`src/y2rgb_pkg.sv`:
```
package y2rgb_pkg;

  // Channel and field widths
  localparam int unsigned ChanW = 8;
  localparam int unsigned LumaW = ChanW + 1;  // Y - 16 as a signed value
  localparam int unsigned FracW = 16;
  localparam int unsigned AccW  = 28;         // holds every product and sum exactly

  typedef logic [ChanW-1:0]        chan_t;
  typedef logic signed [LumaW-1:0] luma_t;
  typedef logic signed [ChanW-1:0] chroma_t;
  typedef logic signed [AccW-1:0]  acc_t;

  // Folded BT.601 coefficients, unsigned at 2^-16
  localparam acc_t KLuma    = acc_t'(76309);   // 255/219
  localparam acc_t KCrRed   = acc_t'(104597);  // 1.402 * 255/224
  localparam acc_t KCbGreen = acc_t'(25664);   // 0.344 * 255/224
  localparam acc_t KCrGreen = acc_t'(53268);   // 0.714 * 255/224
  localparam acc_t KCbBlue  = acc_t'(132201);  // 1.772 * 255/224

  localparam luma_t LumaOfs = luma_t'(16);
  localparam chan_t ChanMax = {ChanW{1'b1}};

endpackage

```
`src/y2rgb_if.sv`:
```
// One YUY2 group per beat
interface y2rgb_grp_if
  import y2rgb_pkg::*;
();
  logic  valid;
  logic  ready;
  chan_t luma_first;
  chan_t chroma_blue;
  chan_t luma_second;
  chan_t chroma_red;

  modport source (
    output valid, luma_first, chroma_blue, luma_second, chroma_red,
    input  ready
  );
  modport sink (
    input  valid, luma_first, chroma_blue, luma_second, chroma_red,
    output ready
  );
endinterface

// Two RGB888 pixels per beat
interface y2rgb_pix_if
  import y2rgb_pkg::*;
();
  logic  valid;
  logic  ready;
  chan_t red_first;
  chan_t green_first;
  chan_t blue_first;
  chan_t red_second;
  chan_t green_second;
  chan_t blue_second;

  modport source (
    output valid, red_first, green_first, blue_first,
           red_second, green_second, blue_second,
    input  ready
  );
  modport sink (
    input  valid, red_first, green_first, blue_first,
           red_second, green_second, blue_second,
    output ready
  );
endinterface

```
`src/yuy2_to_rgb_pixel_pair.sv`:
```
// YUY2 to RGB888 converter, BT.601 studio range, one pixel pair per beat.
//
// grp_i takes one YUY2 group (Y0, Cb, Y1, Cr) per beat; pix_o gives the two
// RGB888 pixels that share that chroma. Both are valid/ready channels and a
// beat moves at a clock edge with valid and ready high.
//
// Four register stages: chroma/luma offset, coefficient products, channel
// sums, saturation into the output register. An accepted group passes
// through the stages in that order to pix_o. The pipeline takes one group
// every cycle while pix_o is ready; throughput is one pair per cycle.
//
// Each stage holds its beat while the stage after it is full and stalled,
// and an empty stage fills even when later stages are stalled, so bubbles
// collapse. A stall on pix_o loses and repeats nothing; grp_i.ready drops
// only once every stage is full.
//
// Reset clears all stage valid bits; no group is in flight afterwards.
module yuy2_to_rgb_pixel_pair
  import y2rgb_pkg::*;
(
  input  logic              clk_i,
  input  logic              rst_ni,
  y2rgb_grp_if.sink   grp_i,
  y2rgb_pix_if.source pix_o
);

  // Truncate and saturate one channel sum
  function automatic chan_t sat_chan(acc_t acc);
    chan_t res;
    if (acc[AccW-1]) begin
      res = '0;
    end else if (|acc[AccW-2:FracW+ChanW]) begin
      res = ChanMax;
    end else begin
      res = acc[FracW+ChanW-1:FracW];
    end
    return res;
  endfunction

  logic s1_vld_q, s2_vld_q, s3_vld_q, s4_vld_q;
  logic s1_rdy, s2_rdy, s3_rdy, s4_rdy;

  // A stage loads when empty or when its content moves on
  assign s4_rdy = !s4_vld_q || pix_o.ready;
  assign s3_rdy = !s3_vld_q || s4_rdy;
  assign s2_rdy = !s2_vld_q || s3_rdy;
  assign s1_rdy = !s1_vld_q || s2_rdy;
  assign grp_i.ready = s1_rdy;

  // Advance the valid bits
  always_ff @(posedge clk_i or negedge rst_ni) begin
    if (!rst_ni) begin
      s1_vld_q <= 1'b0;
      s2_vld_q <= 1'b0;
      s3_vld_q <= 1'b0;
      s4_vld_q <= 1'b0;
    end else begin
      if (s1_rdy) s1_vld_q <= grp_i.valid;
      if (s2_rdy) s2_vld_q <= s1_vld_q;
      if (s3_rdy) s3_vld_q <= s2_vld_q;
      if (s4_rdy) s4_vld_q <= s3_vld_q;
    end
  end

  // Stage 1: remove luma and chroma offsets
  luma_t   y0_d, y1_d, y0_q, y1_q;
  chroma_t cb_d, cr_d, cb_q, cr_q;

  always_comb begin
    y0_d = $signed({1'b0, grp_i.luma_first}) - LumaOfs;
    y1_d = $signed({1'b0, grp_i.luma_second}) - LumaOfs;
    // x - 128 on a byte is a flip of its top bit
    cb_d = $signed({~grp_i.chroma_blue[ChanW-1], grp_i.chroma_blue[ChanW-2:0]});
    cr_d = $signed({~grp_i.chroma_red[ChanW-1], grp_i.chroma_red[ChanW-2:0]});
  end

  always_ff @(posedge clk_i) begin
    if (s1_rdy) begin
      y0_q <= y0_d;
      y1_q <= y1_d;
      cb_q <= cb_d;
      cr_q <= cr_d;
    end
  end

  // Stage 2: coefficient products
  acc_t ly0_d, ly1_d, pr_d, pgb_d, pgr_d, pb_d;
  acc_t ly0_q, ly1_q, pr_q, pgb_q, pgr_q, pb_q;

  always_comb begin
    ly0_d = acc_t'(y0_q) * KLuma;
    ly1_d = acc_t'(y1_q) * KLuma;
    pr_d  = acc_t'(cr_q) * KCrRed;
    pgb_d = acc_t'(cb_q) * KCbGreen;
    pgr_d = acc_t'(cr_q) * KCrGreen;
    pb_d  = acc_t'(cb_q) * KCbBlue;
  end

  always_ff @(posedge clk_i) begin
    if (s2_rdy) begin
      ly0_q <= ly0_d;
      ly1_q <= ly1_d;
      pr_q  <= pr_d;
      pgb_q <= pgb_d;
      pgr_q <= pgr_d;
      pb_q  <= pb_d;
    end
  end

  // Stage 3: channel sums
  acc_t r0_d, g0_d, b0_d, r1_d, g1_d, b1_d;
  acc_t r0_q, g0_q, b0_q, r1_q, g1_q, b1_q;

  always_comb begin
    r0_d = ly0_q + pr_q;
    g0_d = ly0_q - pgb_q - pgr_q;
    b0_d = ly0_q + pb_q;
    r1_d = ly1_q + pr_q;
    g1_d = ly1_q - pgb_q - pgr_q;
    b1_d = ly1_q + pb_q;
  end

  always_ff @(posedge clk_i) begin
    if (s3_rdy) begin
      r0_q <= r0_d;
      g0_q <= g0_d;
      b0_q <= b0_d;
      r1_q <= r1_d;
      g1_q <= g1_d;
      b1_q <= b1_d;
    end
  end

  // Stage 4: saturate into the output register
  chan_t red0_q, grn0_q, blu0_q, red1_q, grn1_q, blu1_q;

  always_ff @(posedge clk_i) begin
    if (s4_rdy) begin
      red0_q <= sat_chan(r0_q);
      grn0_q <= sat_chan(g0_q);
      blu0_q <= sat_chan(b0_q);
      red1_q <= sat_chan(r1_q);
      grn1_q <= sat_chan(g1_q);
      blu1_q <= sat_chan(b1_q);
    end
  end

  assign pix_o.valid        = s4_vld_q;
  assign pix_o.red_first    = red0_q;
  assign pix_o.green_first  = grn0_q;
  assign pix_o.blue_first   = blu0_q;
  assign pix_o.red_second   = red1_q;
  assign pix_o.green_second = grn1_q;
  assign pix_o.blue_second  = blu1_q;

  // An accepted group lands in stage 1
  assert property (@(posedge clk_i) disable iff (!rst_ni)
    grp_i.valid && grp_i.ready |=> s1_vld_q)
    else $error("accepted group did not reach stage 1");

  // A stalled sum stage keeps its beat
  assert property (@(posedge clk_i) disable iff (!rst_ni)
    s3_vld_q && !s3_rdy |=> s3_vld_q && $stable(r0_q) && $stable(g1_q))
    else $error("stalled sum stage lost its beat");

  // Input may only stall when the whole pipeline is full
  assert property (@(posedge clk_i) disable iff (!rst_ni)
    !grp_i.ready |-> s1_vld_q && s2_vld_q && s3_vld_q && s4_vld_q)
    else $error("input stalled with a free stage");

  // A negative red sum gives black red
  assert property (@(posedge clk_i) disable iff (!rst_ni)
    s3_vld_q && s4_rdy && r0_q[AccW-1] |=> pix_o.red_first == '0)
    else $error("negative red sum not clamped to zero");

endmodule
```
`src/flat_wrapper.sv`:
```
// flat-port wrapper written by rule: the top's interface ports become plain ports
module yuy2_to_rgb_pixel_pair_flat import y2rgb_pkg::*;
  (clk_i, rst_ni, grp_i_valid, grp_i_luma_first, grp_i_chroma_blue, grp_i_luma_second, grp_i_chroma_red, grp_i_ready, pix_o_valid, pix_o_red_first, pix_o_green_first, pix_o_blue_first, pix_o_red_second, pix_o_green_second, pix_o_blue_second, pix_o_ready);
  y2rgb_grp_if grp_i_i ();
  y2rgb_pix_if pix_o_i ();
  input  logic clk_i;
  input  logic rst_ni;
  input wire logic [$bits(grp_i_i.valid)-1:0] grp_i_valid;
  input wire logic [$bits(grp_i_i.luma_first)-1:0] grp_i_luma_first;
  input wire logic [$bits(grp_i_i.chroma_blue)-1:0] grp_i_chroma_blue;
  input wire logic [$bits(grp_i_i.luma_second)-1:0] grp_i_luma_second;
  input wire logic [$bits(grp_i_i.chroma_red)-1:0] grp_i_chroma_red;
  output wire logic [$bits(grp_i_i.ready)-1:0] grp_i_ready;
  output wire logic [$bits(pix_o_i.valid)-1:0] pix_o_valid;
  output wire logic [$bits(pix_o_i.red_first)-1:0] pix_o_red_first;
  output wire logic [$bits(pix_o_i.green_first)-1:0] pix_o_green_first;
  output wire logic [$bits(pix_o_i.blue_first)-1:0] pix_o_blue_first;
  output wire logic [$bits(pix_o_i.red_second)-1:0] pix_o_red_second;
  output wire logic [$bits(pix_o_i.green_second)-1:0] pix_o_green_second;
  output wire logic [$bits(pix_o_i.blue_second)-1:0] pix_o_blue_second;
  input wire logic [$bits(pix_o_i.ready)-1:0] pix_o_ready;
  assign grp_i_i.valid = grp_i_valid;
  assign grp_i_i.luma_first = grp_i_luma_first;
  assign grp_i_i.chroma_blue = grp_i_chroma_blue;
  assign grp_i_i.luma_second = grp_i_luma_second;
  assign grp_i_i.chroma_red = grp_i_chroma_red;
  assign grp_i_ready = grp_i_i.ready;
  assign pix_o_valid = pix_o_i.valid;
  assign pix_o_red_first = pix_o_i.red_first;
  assign pix_o_green_first = pix_o_i.green_first;
  assign pix_o_blue_first = pix_o_i.blue_first;
  assign pix_o_red_second = pix_o_i.red_second;
  assign pix_o_green_second = pix_o_i.green_second;
  assign pix_o_blue_second = pix_o_i.blue_second;
  assign pix_o_i.ready = pix_o_ready;
  yuy2_to_rgb_pixel_pair u_core (.clk_i(clk_i), .rst_ni(rst_ni), .grp_i(grp_i_i), .pix_o(pix_o_i));
endmodule
```
`config.mk`:
```
export PLATFORM = sky130hd
export DESIGN_NAME = yuy2_to_rgb_pixel_pair_flat
export DESIGN_NICKNAME = d
export VERILOG_FILES = /design/src/y2rgb_pkg.sv /design/src/y2rgb_if.sv /design/src/yuy2_to_rgb_pixel_pair.sv /design/src/flat_wrapper.sv
export SDC_FILE = /design/constraint.sdc
export NUM_CORES = 1
export LEC_CHECK = 0
export BUFFER_PORTS_ARGS = -buffer_cell sky130_fd_sc_hd__buf_2
export CAP_MARGIN = 20
export CELL_PAD_IN_SITES_DETAIL_PLACEMENT = 0
export CELL_PAD_IN_SITES_GLOBAL_PLACEMENT = 2
export CORE_AREA = 2 2 205 307
export CTS_BUF_LIST = sky130_fd_sc_hd__clkbuf_2
export CTS_CLUSTER_DIAMETER = 40
export DETAILED_ROUTE_END_ITERATION = 8
export DIE_AREA = 0 0 207 309
export GPL_ROUTABILITY_DRIVEN = 0
export MAX_ROUTING_LAYER = met4
export PLACE_DENSITY = 0.88
export SLEW_MARGIN = 5
export SYNTH_ARGS = -nofsm -noshare
export SYNTH_HDL_FRONTEND = slang
export SYNTH_SLANG_ARGS = --single-unit
```
`constraint.sdc`:
```
create_clock -name clk_i -period 6.35 [get_ports clk_i]
set_input_delay 0 -clock clk_i [delete_from_list [all_inputs] [get_ports clk_i]]
set_output_delay 0 -clock clk_i [all_outputs]
set_load 0.005 [all_outputs]
```
==> results.cfg <==
[outcome]
outcome = complete, no violations

[sta]
slew-limit-headroom_pct = 38.96
worst_slew_pin_slew_ns = 0.9156
max_clock_freq_mhz = 187.7
hold_violations = 0
rsz0062_at_grt = false
setup_viol = 0
fin_skew_ns = 0.07696
fin_tns_setup_ns = 0
fin_crit_ns = 5.327
fin_crit_sh_pct = 83.89
drv_slew = 0

[logic_synthesis]
ys_seq_elements = 299
synth-compound-area-share_pct = 11.79
synthAdderAreaFrac_pct = 35.41
synth_mux_area_share_pct = 0.07494
synth_area_mm2 = 0.02671
synth_edf_count = 295
synth_simple_gate_area_share_pct = 9.039
synth_cell_types = 75
synth_cells = 2459
synth-xor-area-share_pct = 5.082
synthArstFlopShare_pct = 1.338
yosys_warnings = 0
synthFlopType = edfxtp_1
yosysSeqAreaShare_pct = 33.53
syn_nets = 3164
syn_avg_cell_area_um2 = 10.86
synth_top_family_by_area = adder cells

[run]
drv_cap = 0

[clock_tree]
cts_buffer_depth = 3
cts_tree = done
htreeDepth = 3
path_clk_slew_ns = 0.10
clkLatencyLatePin_ns = 1.06
cts_buffers = 76
cts_sinks = 299
root_buffer = clkbuf_2

[floorplan]
dieHeight_um = 309
fp.dieW_um = 207
dieArea_mm2 = 0.06396
pin_count = 86
rows = 111
design.core.area_mm2 = 0.06111
initial_core_util_pct = 43.72

[routing]
ant_nets = 0
wirelength_mm = 62.75
drcViolationCount = 0
drt_iter0_drc = 763
routed-via-count = 18590
dr.pass1.iters = 5
via_per_inst = 5.247
routedWlPerCell_um = 17.71

[grt]
grt_use_met2_pct = 37.66
use_met3_pct = 2.660
antenna_found_initial = 1
grt_first_pass_wirelength_mm = 99.56
grt_overflow_total = 0
use_met1_pct = 21.48
grt_pass1_vias = 19210
busiest_layer = met2
grt_max_degree = 74
grt_usage_pct = 20.56

[final_layout]
drive_gt1_share_pct = 8.949
num-nets-final = 3394
syn_to_final_growth_pct = 11.28

[place]
place_hpwl_mm = 52.05
port_buffers = 85

[critical_path]
cp-startpoint = u_core.y0_q[8]$_DFFE_PP_
end_kind = flip-flop
rrSetupSlack_ns = 1.02
crit_required_ns = 7.14
crit_path_start_kind = flip-flop
crit_fanout = 7
r2r_start = u_core.y0_q[8]$_DFFE_PP_
cp-endpoint = u_core.ly0_q[26]$_DFFE_PP_
reg2regPathDepth = 15
rr_endpoint = u_core.ly0_q[26]$_DFFE_PP_
critPathKind = reg -> reg
arrival_ns = 6.12

[min_path]
hold_class = in -> reg
hold_path_startpoint = grp_i_chroma_red[3]
==> how the worst min path moves through the flow <==
stage	to	cells past startpoint
final	u_core.cr_q[3]$_DFFE_PP_	3
after global routing	u_core.y1_q[2]$_DFFE_PP_	3
after global placement	u_core.pix_o.valid$_DFFE_PN0P_	1
after detailed placement	u_core.pix_o.valid$_DFFE_PN0P_	1
after CTS	u_core.y1_q[0]$_DFFE_PP_	3
after floorplan	u_core.pix_o.valid$_DFFE_PN0P_	0
==> timing repair <==
item / CTS / global route
resized for setup: 0 / 0
setup buffers: 0 / 0
hold buffers: 78 / 0
endpoints found under the hold margin: 118 / 0
==> kinds of logic after synthesis <==
kind of cell,count (synthesis)
AO/OA/AOI/OAI,471
XOR/XNOR,155
adder cells (fa/ha/maj),669
buffers and inverters,361
flip-flops,299
multiplexers,2
AND/OR/NAND/NOR,502
==> worst max-delay path: stages, from the launching register on <==
cell	delay [ns]
edfxtp_1	0.57
ha_1	0.50
inv_1	0.10
fa_1	0.54
inv_1	0.06
fa_1	0.50
fa_1	0.49
ha_1	0.31
ha_1	0.39
nor2b_1	0.17
a31oi_1	0.13
o21ai_0	0.17
nor4b_1	0.47
o31ai_1	0.20
o41a_1	0.34
xor2_1	0.15
==> flip-flops by register name, indices dropped and copies added, names as in the netlist, 9 cells and up <==
register	cells
u_core.ly0_q	27
u_core.y0_q	9
u_core.pgr_q	19
u_core.g0_q	12
u_core.b0_q	12
u_core.b1_q	12
u_core.pr_q	26
u_core.r0_q	12
u_core.pb_q	27
u_core.ly1_q	27
u_core.r1_q	12
u_core.y1_q	9
u_core.pgb_q	15
u_core.g1_q	12
==> metrics by stage <==
stage               setup WS [ns]  cell area, um2  instances  utilization (%)  hold WS [ns]
floorplan                   1.025           26710       2459                -       -0.2956
global placement            1.107           28120       3324            46.02       -0.1866
detailed placement          1.059           28120       3324            46.02       -0.1869
CTS                         1.041           29720       3540            48.64       0.04458
global route               0.7571           29720       3541            48.64        0.1804
finish                      1.023           29730       3542            48.65        0.1931
==> final cells by class <==
cell class / count / area [um2]
well taps: 791 / 989.7
inverters: 345 / 1295
clock inverters: 40 / 329.1
fillers: 5594 / 31380
flip-flops and latches: 299 / 8959
repair buffers: 168 / 1244
clock buffers: 98 / 490.5
multi-input cells: 1799 / 16420
diodes: 2 / 5.005
==> synthesized netlist by cell type, types with 7 or more instances <==
| library cell | number | share of area, % |
|---|---|---|
| a2111oi_0 | 9 | 0.30 |
| a211oi_1 | 9 | 0.25 |
| a21o_1 | 66 | 1.9 |
| a21oi_1 | 144 | 2.7 |
| a31o_2 | 14 | 0.46 |
| a31oi_1 | 14 | 0.33 |
| and2_1 | 13 | 0.30 |
| and3_1 | 8 | 0.19 |
| clkbuf_1 | 10 | 0.14 |
| edfxtp_1 | 295 | 33 |
| fa_1 | 145 | 11 |
| ha_1 | 524 | 25 |
| inv_1 | 344 | 4.8 |
| nand2_1 | 83 | 1.2 |
| nand2b_1 | 26 | 0.61 |
| nand3_1 | 42 | 0.79 |
| nand3b_1 | 7 | 0.20 |
| nand4_1 | 11 | 0.26 |
| nor2_1 | 189 | 2.7 |
| nor2b_1 | 26 | 0.61 |
| nor3_1 | 43 | 0.81 |
| o2111ai_1 | 9 | 0.30 |
| o211ai_1 | 11 | 0.31 |
| o21a_1 | 31 | 0.87 |
| o21ai_0 | 65 | 1.2 |
| o21bai_1 | 23 | 0.65 |
| o31ai_1 | 10 | 0.28 |
| or2_2 | 10 | 0.23 |
| or3_1 | 16 | 0.37 |
| xnor2_1 | 104 | 3.4 |
| xor2_1 | 51 | 1.7 |
==> metal layers <==
metal / routed length [um] / part of all wire (%)
met1: 24650 / 39
met2: 32920 / 52
met3: 2087 / 3.3
met4: 3094 / 4.9
met5: 0 / 0
==> cell usage in the layout, fill, tap and decap left out, drive strengths merged, types with 11 or more instances in the layout <==
cell / Yosys / routed
edfxtp: 295 / 295
a21oi: 144 / 144
ha: 524 / 524
xor2: 51 / 51
nand3: 42 / 42
inv: 344 / 346
nand2: 83 / 83
xnor2: 104 / 104
buf: 6 / 90
a31o: 14 / 14
o211ai: 11 / 11
nor2: 189 / 189
a21o: 66 / 66
or3: 16 / 16
o21ai: 66 / 66
nand4: 11 / 11
dlygate4sd3: 0 / 78
and2: 13 / 13
nor2b: 26 / 26
fa: 145 / 145
a31oi: 14 / 14
nand2b: 26 / 26
o21a: 31 / 31
a2111oi: 11 / 11
nor3: 43 / 43
clkinv: 1 / 31
clkbuf: 10 / 98
o21bai: 23 / 23
Power is left out: the tool's default activity adds up to more than one toggle a clock period on the data nets, which glitch-free logic cannot reach.
